==> src/rtl/brbc_pkg.sv <==
// Shared constants, types and index arithmetic of the chunked byte ring buffer.
package brbc_pkg;

    localparam int DEPTH       = 64;
    localparam int ADDR_W      = $clog2(DEPTH);
    localparam int SIZE_W      = $clog2(DEPTH + 1);
    localparam int LEN_W       = 16;
    localparam int BYTE_W      = 8;
    localparam int QUEUE_DEPTH = 4;
    localparam int QPTR_W      = $clog2(QUEUE_DEPTH);
    localparam int QCNT_W      = $clog2(QUEUE_DEPTH + 1);

    localparam logic [BYTE_W-1:0] FILL_BYTE = 8'd46;
    localparam logic [SIZE_W-1:0] SIZE_MIN  = SIZE_W'(2);
    localparam logic [SIZE_W-1:0] SIZE_MAX  = SIZE_W'(DEPTH);

    typedef enum logic [1:0] {
        OP_BEGIN = 2'd0,
        OP_DATA  = 2'd1,
        OP_READ  = 2'd2,
        OP_NONE  = 2'd3
    } t_opcode;

    typedef enum logic [0:0] {
        CFG_INDEX_ONLY  = 1'b0,
        CFG_SIZE_IN_USE = 1'b1
    } t_cfg_reg;

    typedef enum logic [1:0] {
        K_STATUS = 2'd0,
        K_WRITE  = 2'd1,
        K_READ   = 2'd2
    } t_kind;

    // One classified operation handed from the front to the back.
    typedef struct packed {
        t_kind              kind;
        logic [ADDR_W-1:0]  addr;    // store address (write) or first address (read)
        logic [BYTE_W-1:0]  wbyte;
        logic [SIZE_W-1:0]  count;   // bytes to read, 0..size
        logic               err;
        logic [ADDR_W-1:0]  free;
        logic [ADDR_W-1:0]  filled;
    } t_cmd;

    typedef struct packed {
        logic [BYTE_W-1:0]  rbyte;
        logic               bvalid;
        logic               last;
        logic               err;
        logic [ADDR_W-1:0]  free;
        logic [ADDR_W-1:0]  filled;
    } t_result;

    function automatic logic [ADDR_W-1:0] f_filled(input logic [ADDR_W-1:0] wi,
                                                   input logic [ADDR_W-1:0] ri,
                                                   input logic [SIZE_W-1:0] s);
        logic [SIZE_W-1:0] v;
        if (wi < ri) v = SIZE_W'(wi) + s - SIZE_W'(ri);
        else         v = SIZE_W'(wi) - SIZE_W'(ri);
        return v[ADDR_W-1:0];
    endfunction

    function automatic logic [ADDR_W-1:0] f_free(input logic [ADDR_W-1:0] filled,
                                                 input logic [SIZE_W-1:0] s);
        logic [SIZE_W-1:0] v;
        v = s - SIZE_W'(filled) - SIZE_W'(1);
        return v[ADDR_W-1:0];
    endfunction

    // (a + n) mod s for a < s and n <= s.
    function automatic logic [ADDR_W-1:0] f_wrap_add(input logic [ADDR_W-1:0] a,
                                                     input logic [SIZE_W-1:0] n,
                                                     input logic [SIZE_W-1:0] s);
        logic [SIZE_W-1:0] sum;
        sum = SIZE_W'(a) + n;
        if (sum >= s) sum = sum - s;
        return sum[ADDR_W-1:0];
    endfunction

    function automatic logic [SIZE_W-1:0] f_clamp_size(input logic [SIZE_W-1:0] v);
        if (v < SIZE_MIN) return SIZE_MIN;
        if (v > SIZE_MAX) return SIZE_MAX;
        return v;
    endfunction

endpackage

==> src/rtl/brbc_front.sv <==
// Front end: accepts items, keeps indices and chunk state, classifies each item.
module brbc_front import brbc_pkg::*; (
    input  logic                i_clk,
    input  logic                i_rst_n,
    input  logic                i_valid,
    output logic                o_ready,
    input  logic [1:0]          i_opcode,
    input  logic [BYTE_W-1:0]   i_wbyte,
    input  logic [LEN_W-1:0]    i_len,
    input  logic                i_cfg_we,
    input  logic [0:0]          i_cfg_index,
    input  logic [SIZE_W-1:0]   i_cfg_data,
    output logic [SIZE_W-1:0]   o_size,
    output logic                o_cmd_valid,
    input  logic                i_cmd_ready,
    output t_cmd                o_cmd
);

    logic               r_index_only;
    logic [SIZE_W-1:0]  r_size;
    logic [ADDR_W-1:0]  r_wi, r_ri, r_cstart;
    logic [LEN_W-1:0]   r_total, r_pos;

    logic [ADDR_W-1:0]  n_wi, n_ri, n_cstart;
    logic [LEN_W-1:0]   n_total, n_pos;

    logic [ADDR_W-1:0]  w_filled_old, w_free_old, w_filled_new;
    logic [SIZE_W-1:0]  w_n;
    logic [LEN_W-1:0]   w_skip, w_offset;
    logic               w_accept;
    t_cmd               w_cmd;

    assign w_accept     = i_valid && i_cmd_ready;
    assign o_ready      = i_cmd_ready;
    assign o_cmd_valid  = i_valid;
    assign o_size       = r_size;

    assign w_filled_old = f_filled(r_wi, r_ri, r_size);
    assign w_free_old   = f_free(w_filled_old, r_size);
    assign w_n          = (i_len > LEN_W'(r_size)) ? r_size : i_len[SIZE_W-1:0];
    assign w_skip       = (r_total > LEN_W'(r_size)) ? r_total - LEN_W'(r_size) : '0;
    assign w_offset     = r_pos - w_skip;

    always_comb begin
        n_wi          = r_wi;
        n_ri          = r_ri;
        n_cstart      = r_cstart;
        n_total       = r_total;
        n_pos         = r_pos;
        w_cmd.kind    = K_STATUS;
        w_cmd.addr    = '0;
        w_cmd.wbyte   = i_wbyte;
        w_cmd.count   = w_n;
        w_cmd.err     = 1'b0;
        unique case (t_opcode'(i_opcode))
            OP_BEGIN: begin
                w_cmd.err = i_len > LEN_W'(w_free_old);
                n_cstart  = r_wi;
                n_total   = i_len;
                n_pos     = '0;
                n_wi      = f_wrap_add(r_wi, w_n, r_size);
            end
            OP_DATA: begin
                if (r_pos < r_total) begin
                    if (r_pos >= w_skip && !r_index_only) begin
                        w_cmd.kind = K_WRITE;
                        w_cmd.addr = f_wrap_add(r_cstart, w_offset[SIZE_W-1:0], r_size);
                    end
                    n_pos = r_pos + LEN_W'(1);
                end
            end
            OP_READ: begin
                w_cmd.err = i_len > LEN_W'(w_filled_old);
                n_ri      = f_wrap_add(r_ri, w_n, r_size);
                if (w_n != '0 && !r_index_only) begin
                    w_cmd.kind = K_READ;
                    w_cmd.addr = r_ri;
                end
            end
            OP_NONE: begin
            end
            default: begin
            end
        endcase
        w_filled_new  = f_filled(n_wi, n_ri, r_size);
        w_cmd.filled  = w_filled_new;
        w_cmd.free    = f_free(w_filled_new, r_size);
    end

    assign o_cmd = w_cmd;

    always_ff @(posedge i_clk) begin
        if (!i_rst_n) begin
            r_index_only <= 1'b0;
            r_size       <= SIZE_MAX;
            r_wi         <= '0;
            r_ri         <= '0;
            r_cstart     <= '0;
            r_total      <= '0;
            r_pos        <= '0;
        end else if (i_cfg_we) begin
            unique case (t_cfg_reg'(i_cfg_index))
                CFG_INDEX_ONLY: begin
                    r_index_only <= i_cfg_data[0];
                end
                CFG_SIZE_IN_USE: begin
                    r_size   <= f_clamp_size(i_cfg_data);
                    r_wi     <= '0;
                    r_ri     <= '0;
                    r_cstart <= '0;
                    r_total  <= '0;
                    r_pos    <= '0;
                end
                default: begin
                end
            endcase
        end else if (w_accept) begin
            r_wi     <= n_wi;
            r_ri     <= n_ri;
            r_cstart <= n_cstart;
            r_total  <= n_total;
            r_pos    <= n_pos;
        end
    end

endmodule

==> src/rtl/brbc_queue.sv <==
// Short command queue between the front end and the back end.
module brbc_queue import brbc_pkg::*; (
    input  logic    i_clk,
    input  logic    i_rst_n,
    input  logic    i_valid,
    output logic    o_ready,
    input  t_cmd    i_data,
    output logic    o_valid,
    input  logic    i_ready,
    output t_cmd    o_data
);

    t_cmd               r_entry [QUEUE_DEPTH];
    logic [QPTR_W-1:0]  r_wp, r_rp;
    logic [QCNT_W-1:0]  r_cnt;
    logic               w_push, w_pop;

    assign o_ready = r_cnt != QCNT_W'(QUEUE_DEPTH);
    assign o_valid = r_cnt != '0;
    assign o_data  = r_entry[r_rp];
    assign w_push  = i_valid && o_ready;
    assign w_pop   = o_valid && i_ready;

    always_ff @(posedge i_clk) begin
        if (w_push) begin
            r_entry[r_wp] <= i_data;
        end
    end

    always_ff @(posedge i_clk) begin
        if (!i_rst_n) begin
            r_wp  <= '0;
            r_rp  <= '0;
            r_cnt <= '0;
        end else begin
            if (w_push) r_wp <= r_wp + QPTR_W'(1);
            if (w_pop)  r_rp <= r_rp + QPTR_W'(1);
            if (w_push && !w_pop)      r_cnt <= r_cnt + QCNT_W'(1);
            else if (w_pop && !w_push) r_cnt <= r_cnt - QCNT_W'(1);
        end
    end

endmodule

==> src/rtl/brbc_back.sv <==
// Back end: byte store, read sequencing and the registered result stage.
module brbc_back import brbc_pkg::*; (
    input  logic                i_clk,
    input  logic                i_rst_n,
    input  logic [SIZE_W-1:0]   i_size,
    input  logic                i_cmd_valid,
    output logic                o_cmd_ready,
    input  t_cmd                i_cmd,
    output logic                o_res_valid,
    input  logic                i_res_ready,
    output t_result             o_res
);

    logic [BYTE_W-1:0]  r_store [DEPTH];
    logic [DEPTH-1:0]   r_written;

    logic               r_active;
    logic [ADDR_W-1:0]  r_addr;
    logic [SIZE_W-1:0]  r_left;

    logic               r_s1_valid, r_s1_read, r_s1_last, r_s1_err;
    logic [ADDR_W-1:0]  r_s1_free, r_s1_filled;
    logic [BYTE_W-1:0]  r_rd_data;
    logic               r_rd_written;

    logic               r_out_valid;
    t_result            r_out;

    logic               w_s1_move, w_s1_free, w_issue, w_is_read, w_last;
    logic [SIZE_W-1:0]  w_left;
    logic [ADDR_W-1:0]  w_addr, w_addr_nxt;

    assign w_s1_move   = r_s1_valid && (!r_out_valid || i_res_ready);
    assign w_s1_free   = !r_s1_valid || w_s1_move;
    assign w_is_read   = i_cmd.kind == K_READ;
    assign w_left      = r_active ? r_left : i_cmd.count;
    assign w_addr      = r_active ? r_addr : i_cmd.addr;
    assign w_last      = !w_is_read || (w_left == SIZE_W'(1));
    assign w_issue     = i_cmd_valid && w_s1_free;
    assign o_cmd_ready = w_s1_free && w_last;
    assign w_addr_nxt  = (SIZE_W'(w_addr) + SIZE_W'(1) == i_size) ? '0
                                                                  : w_addr + ADDR_W'(1);

    // Store port: one write and one registered read per cycle.
    always_ff @(posedge i_clk) begin
        if (w_issue && i_cmd.kind == K_WRITE) begin
            r_store[i_cmd.addr] <= i_cmd.wbyte;
        end
        if (w_issue) begin
            r_rd_data <= r_store[w_addr];
        end
    end

    always_ff @(posedge i_clk) begin
        if (!i_rst_n) begin
            r_written <= '0;
        end else if (w_issue && i_cmd.kind == K_WRITE) begin
            r_written[i_cmd.addr] <= 1'b1;
        end
    end

    // Read sequencer and issue stage.
    always_ff @(posedge i_clk) begin
        if (!i_rst_n) begin
            r_active   <= 1'b0;
            r_s1_valid <= 1'b0;
        end else begin
            if (w_issue) r_active <= !w_last;
            if (w_issue)        r_s1_valid <= 1'b1;
            else if (w_s1_move) r_s1_valid <= 1'b0;
        end
    end

    always_ff @(posedge i_clk) begin
        if (w_issue) begin
            r_addr       <= w_addr_nxt;
            r_left       <= w_left - SIZE_W'(1);
            r_rd_written <= r_written[w_addr];
            r_s1_read    <= w_is_read;
            r_s1_last    <= w_last;
            r_s1_err     <= i_cmd.err;
            r_s1_free    <= i_cmd.free;
            r_s1_filled  <= i_cmd.filled;
        end
    end

    // Output register.
    always_ff @(posedge i_clk) begin
        if (!i_rst_n) begin
            r_out_valid <= 1'b0;
        end else if (w_s1_move) begin
            r_out_valid <= 1'b1;
        end else if (i_res_ready) begin
            r_out_valid <= 1'b0;
        end
    end

    always_ff @(posedge i_clk) begin
        if (w_s1_move) begin
            r_out.rbyte  <= r_s1_read ? (r_rd_written ? r_rd_data : FILL_BYTE) : '0;
            r_out.bvalid <= r_s1_read;
            r_out.last   <= r_s1_last;
            r_out.err    <= r_s1_err;
            r_out.free   <= r_s1_free;
            r_out.filled <= r_s1_filled;
        end
    end

    assign o_res_valid = r_out_valid;
    assign o_res       = r_out;

endmodule

==> src/rtl/byte_ring_buffer_chunked.sv <==
// Top level of the chunked byte ring buffer: front end, command queue, back end.
//
//  channel   direction  handshake                      contents
//  s_axis    in         s_axis_tvalid / s_axis_tready  tdata: write_byte, chunk_length;
//                                                      tuser: opcode
//  m_axis    out        m_axis_tvalid / m_axis_tready  tdata: read_byte, space_error,
//                                                      space_free, space_filled;
//                                                      tuser: byte_valid; tlast: last
//  cfg       in         i_cfg_we (no wait)             0 index_only, 1 size_in_use
//
// Begin, data-byte and status items may arrive every cycle while s_axis_tready is high.
// A read chunk of n bytes holds the back end for n store reads, one per unstalled cycle.
// The first result passes the command queue, the issue stage, then the output register.
// A stalled m_axis fills the four-entry command queue, then drops s_axis_tready.
// Synchronous active-low reset; the store reads as 46 until a slot is first written.
module byte_ring_buffer_chunked import brbc_pkg::*; (
    input  logic                i_clk,
    input  logic                i_rst_n,
    input  logic                s_axis_tvalid,
    output logic                s_axis_tready,
    input  logic [23:0]         s_axis_tdata,   // [7:0] write_byte, [23:8] chunk_length
    input  logic [1:0]          s_axis_tuser,   // [1:0] opcode
    output logic                m_axis_tvalid,
    input  logic                m_axis_tready,
    output logic [23:0]         m_axis_tdata,   // [7:0] read_byte, [8] space_error,
                                                // [14:9] space_free, [20:15] space_filled
    output logic [0:0]          m_axis_tuser,   // [0] byte_valid
    output logic                m_axis_tlast,
    input  logic                i_cfg_we,
    input  logic [0:0]          i_cfg_index,
    input  logic [SIZE_W-1:0]   i_cfg_data
);

    logic               w_fq_valid, w_fq_ready;
    t_cmd               w_fq_cmd;
    logic               w_qb_valid, w_qb_ready;
    t_cmd               w_qb_cmd;
    logic [SIZE_W-1:0]  w_size;
    t_result            w_res;

    // Classify items and advance indices at accept time.
    brbc_front u_front (
        .i_clk       (i_clk),
        .i_rst_n     (i_rst_n),
        .i_valid     (s_axis_tvalid),
        .o_ready     (s_axis_tready),
        .i_opcode    (s_axis_tuser),
        .i_wbyte     (s_axis_tdata[7:0]),
        .i_len       (s_axis_tdata[23:8]),
        .i_cfg_we    (i_cfg_we),
        .i_cfg_index (i_cfg_index),
        .i_cfg_data  (i_cfg_data),
        .o_size      (w_size),
        .o_cmd_valid (w_fq_valid),
        .i_cmd_ready (w_fq_ready),
        .o_cmd       (w_fq_cmd)
    );

    // Hold classified commands while the back end works through a read chunk.
    brbc_queue u_queue (
        .i_clk   (i_clk),
        .i_rst_n (i_rst_n),
        .i_valid (w_fq_valid),
        .o_ready (w_fq_ready),
        .i_data  (w_fq_cmd),
        .o_valid (w_qb_valid),
        .i_ready (w_qb_ready),
        .o_data  (w_qb_cmd)
    );

    // Write and read the store, emit one result per cycle while m_axis_tready is high.
    brbc_back u_back (
        .i_clk       (i_clk),
        .i_rst_n     (i_rst_n),
        .i_size      (w_size),
        .i_cmd_valid (w_qb_valid),
        .o_cmd_ready (w_qb_ready),
        .i_cmd       (w_qb_cmd),
        .o_res_valid (m_axis_tvalid),
        .i_res_ready (m_axis_tready),
        .o_res       (w_res)
    );

    assign m_axis_tdata = {3'b000, w_res.filled, w_res.free, w_res.err, w_res.rbyte};
    assign m_axis_tuser = w_res.bvalid;
    assign m_axis_tlast = w_res.last;

endmodule
==> config.mk <==
export PLATFORM = sky130hd
export DESIGN_NAME = byte_ring_buffer_chunked
export DESIGN_NICKNAME = d
export VERILOG_FILES = /design/src/rtl/brbc_pkg.sv /design/src/rtl/brbc_front.sv /design/src/rtl/brbc_queue.sv /design/src/rtl/brbc_back.sv /design/src/rtl/byte_ring_buffer_chunked.sv
export SDC_FILE = /design/constraint.sdc
export NUM_CORES = 1
export LEC_CHECK = 0
export ABC_AREA = 1
export BUFFER_PORTS_ARGS = -buffer_cell sky130_fd_sc_hd__buf_2
export CORE_MARGIN = 8
export CORE_UTILIZATION = 62
export DETAILED_ROUTE_END_ITERATION = 6
export GPL_ROUTABILITY_DRIVEN = 0
export GPL_TIMING_DRIVEN = 0
export PLACE_DENSITY_LB_ADDON = 0.2
export SYNTH_ARGS = -nofsm -noshare
export SYNTH_HDL_FRONTEND = slang
export SYNTH_SLANG_ARGS = --single-unit
==> constraint.sdc <==
create_clock -name i_clk -period 16.2 [get_ports i_clk]
set_clock_uncertainty 0.05 [all_clocks]
set_input_delay 0 -clock i_clk [delete_from_list [all_inputs] [get_ports i_clk]]
set_output_delay 0 -clock i_clk [all_outputs]
set_load 0.1 [all_outputs]
==> metrics.md <==
| Metric | Value |
|---|---|
| Status | complete, but fails checks |
| Failing checks | design-rule violations |
| Max VDD drop | 139 uV |
| Synthesized cell area | 39200 sq um |
| Synth cell types | about 70 |
| Largest area contributor in the netlist | edfxtp_1 |
| Die W | 267 um |
| Post-synth top flop | edfxtp_1 |
| Seq/Total Area, Yosys | 61.7% |
| Crit Path Max Fanout | 12 |
| Die H | approximately 270 um |
| Signal arrival time at the worst endpoint | 10.45 ns |
| Number of synthesized flops with an enable pin | between 700 and 800 |
| Mean Syn Cell Area | 10.9 sq um |
| Initial core utilization | 62.4% |
| Final std cells w/o fill | 4745 |
| CP delay by family, top | compound AO/OA/AOI/OAI gates |
| IO Pins | 67 |
| Clock Path Buffers | 3 |
| Worst hold-check path type | in -> reg |
| Multi-input combinational cell area | 13100 sq um |
| Diode count | 0 |
| Synth top area cells | edfxtp_1 (55%), dfxtp_1 (6.8%), nor2_1 (6.3%) |
| WP data required | around 16 ns |
| Register area | 24200 sq um |
| RR Startpoint | u_front.o_size[1]$_SDFFE_PN0P_ |
| Register clock-pin slew on the reported worst setup and hold paths | 0.06 ns |
| Count of final setup violators | 0 |
| Number of global-route vias before repair | about 28000 |
| Leakage | roughly 16 nW |
| Wire per inst | between 20 and 25 um |
| Clk_lat worst skew | 0.64 ns |
| Max stage delay on crit path | 1.12 ns |
| Final instance area | ~44000 sq um |
| PwrDens | 217 nW/um^2 |
| Total global routing overflow | 0 |
| Placed cell count | 4538 |
| Setup TNS | 0 ns |
| Vias/cell | around 6.3 |
| Placed Area | slightly above 40000 sq um |
| CTS tree | built |
| Most frequent cell after synthesis | edfxtp_1 |
| Achievable Freq | 0.0983 GHz |
| Critical Path Start | u_front.o_size[1]$_SDFFE_PN0P_ |
| Area grow syn2layout | 13.2% |
| Post-CTS Resized | 0 |
| Critical path capture point type | flip-flop |
| Least-Margin Pin Slew | 1.46 ns |
| Fillcell total | about 4400 |
| Layout cells sized above 1 | between 10 and 15% |
| Hold_buf cts | 50 |
| #FFs+latches synth | 850 |
| Tmin final | about 10 ns |
| DRC viols | 6 |
| Setup CP Type | reg -> reg |
| Most Frequent Cell on Critical Path | nand2_1 |
| Async SR Flop Fraction | 0% |
| GRT Util Overall | 32.5% |
| Final nets | 4038 |
| Number of synthesis warnings | 0 |
| Clk sinks | 850 |
| Max cap viols | 0 |
| Top cell type's share of synthesized area | 54.9% |
| DRT iter0 DRCs | 4986 |
| Global-route wire length before repair | 173000 um |
| Largest net degree at the start of global routing | 40 |
| Die ar. | 71500 sq um |
| Unrepaired setup endpoints after global routing | no |
| TritonCTS buffer count | 85 |
| WL final | 118000 um |
| Slew margin rel. | 1.93% |
| Slew Limit Fails | 0 |
| Post-CTS Setup Inserts | 0 |
| Synth Instances | 3608 |
| Endpoints failing hold | 0 |
| Critical path launch point type | flip-flop |
| Detailed placement HPWL | approximately 81000 um |
| Buf+Inv Stages, Crit Path | 8 |
| Slowest cell on crit path | o21ai_0 |
| Post-route ant nets | 0 |
| Core ar. | 62700 sq um |
| Initial antenna violation count | 0 |
| Row cnt | 92 |
| Final Cycle Share | 62.8% |
| Post-synth top cells | edfxtp_1 (716), nor2_1 (658), o21ai_0 (400) |
| CTS Root Cell | clkbuf_16 |
| Htree depth | 3 |
| First-pass DRT Iterations | 7 |
| Port Buf Inserts | 63 |
| HP Start | s_axis_tuser[1] |
| DR vias | between 30000 and 40000 |
-- state kept, by name, summed over array words and instances (netlist names), 7 cells and up, named ones only --
register,cells
u_back.o_res,23
u_back.r_written,64
u_back.r_store,512
u_queue.r_entry,144
u_back.r_rd_data,8
u_front.r_pos,16
u_front.r_total,16
u_back.r_left,7
u_front.o_size,7
-- power by group --
part           switching [mW]  internal, mW
logic                    3.57          1.17
registers              0.0531          2.86
clock network           0.839          1.12
total                    4.47          5.16
-- placed cells by master, fill, tap and decap left out, types with 8 or more instances in the layout --
master,count
clkbuf_1,109
buf_12,15
clkbuf_16,86
nor2_1,654
clkinv_2,18
o21a_1,11
nand2_1,294
o21ai_2,8
ha_1,147
nand3_1,129
a31oi_1,8
o21ai_1,26
o22ai_4,8
xor2_1,31
buf_2,116
o221ai_1,71
inv_1,281
a21oi_1,138
buf_6,15
clkinv_1,14
o22ai_1,95
nand3_2,10
or2_2,10
dlygate4sd3_1,50
xnor2_1,21
o211ai_1,75
inv_2,14
fa_1,23
nor2_4,8
o21ai_0,399
buf_4,10
dfxtp_1,134
nand4_1,15
nor3_1,12
edfxtp_1,716
nand2_2,23
-- worst min-delay path, delay by kind of cell --
family	cells	cell delay, ns
simple gates	3	0.25
fa+ha+maj	1	0.23
buf+inv	2	0.14
compound gates	1	0.05
-- worst paths after layout --
path,endpoint,slack (ns),depth (start not counted)
min,u_front.r_wi[2]$_SDFFE_PN0P_,0.05,7
max,u_queue.r_entry[0][11]$_DFFE_PP_,6.02,42
max reg2reg,u_queue.r_entry[0][11]$_DFFE_PP_,6.02,42
min reg2reg,u_back.o_res[12]$_DFFE_PP_,0.36,0
-- routing by layer --
layer  share of wire (%)  vias to the layer above  GRT usage [%]
met2                  44                     2138           49.7
met3                  14                      457           9.23
met5                   0                        -              0
met1                  36                    14267           42.8
met4                 5.7                        0           15.8
li1                    -                    13257              -
-- layout make-up --
type | instances | area share (%)
clock buffers | 114 | 5.25
inverters | 301 | 2.57
well taps | 846 | 2.39
repair buffers | 132 | 2.73
plain buffers | 174 | 1.95
clock inverters | 43 | 0.979
flip-flops and latches | 850 | 54.5
multi-input cells | 2285 | 29.6
-- stage by stage --
stage                     setup WS (ns)  utilization (%)  hold slack (ns)  power (mW)
after detailed placement           6.12             65.5            0.168        7.36
after global routing               5.44             70.7           0.0994        9.83
final                              6.02             70.7           0.0527        9.62
after global placement             6.32             64.6            0.167        7.20
after CTS                          6.12             70.7           0.0443        9.32
after floorplan                    8.89                -           0.0489        5.54
-- logic make-up (layout without fill, tap and decap cells) --
logic type / count (synthesis) / count (layout) / share of synthesized area (%)
flops: 850 / 850 / 61.7
simple gates: 1178 / 1178 / 12.6
buf+inv: 475 / 764 / 5.12
compound gates: 875 / 875 / 13.2
other cells: 1 / 3 / 0.00957
xor+xnor: 55 / 55 / 1.29
fa+ha+maj: 170 / 170 / 5.87
mux: 4 / 4 / 0.144
(Power assumes the default switching activity.)
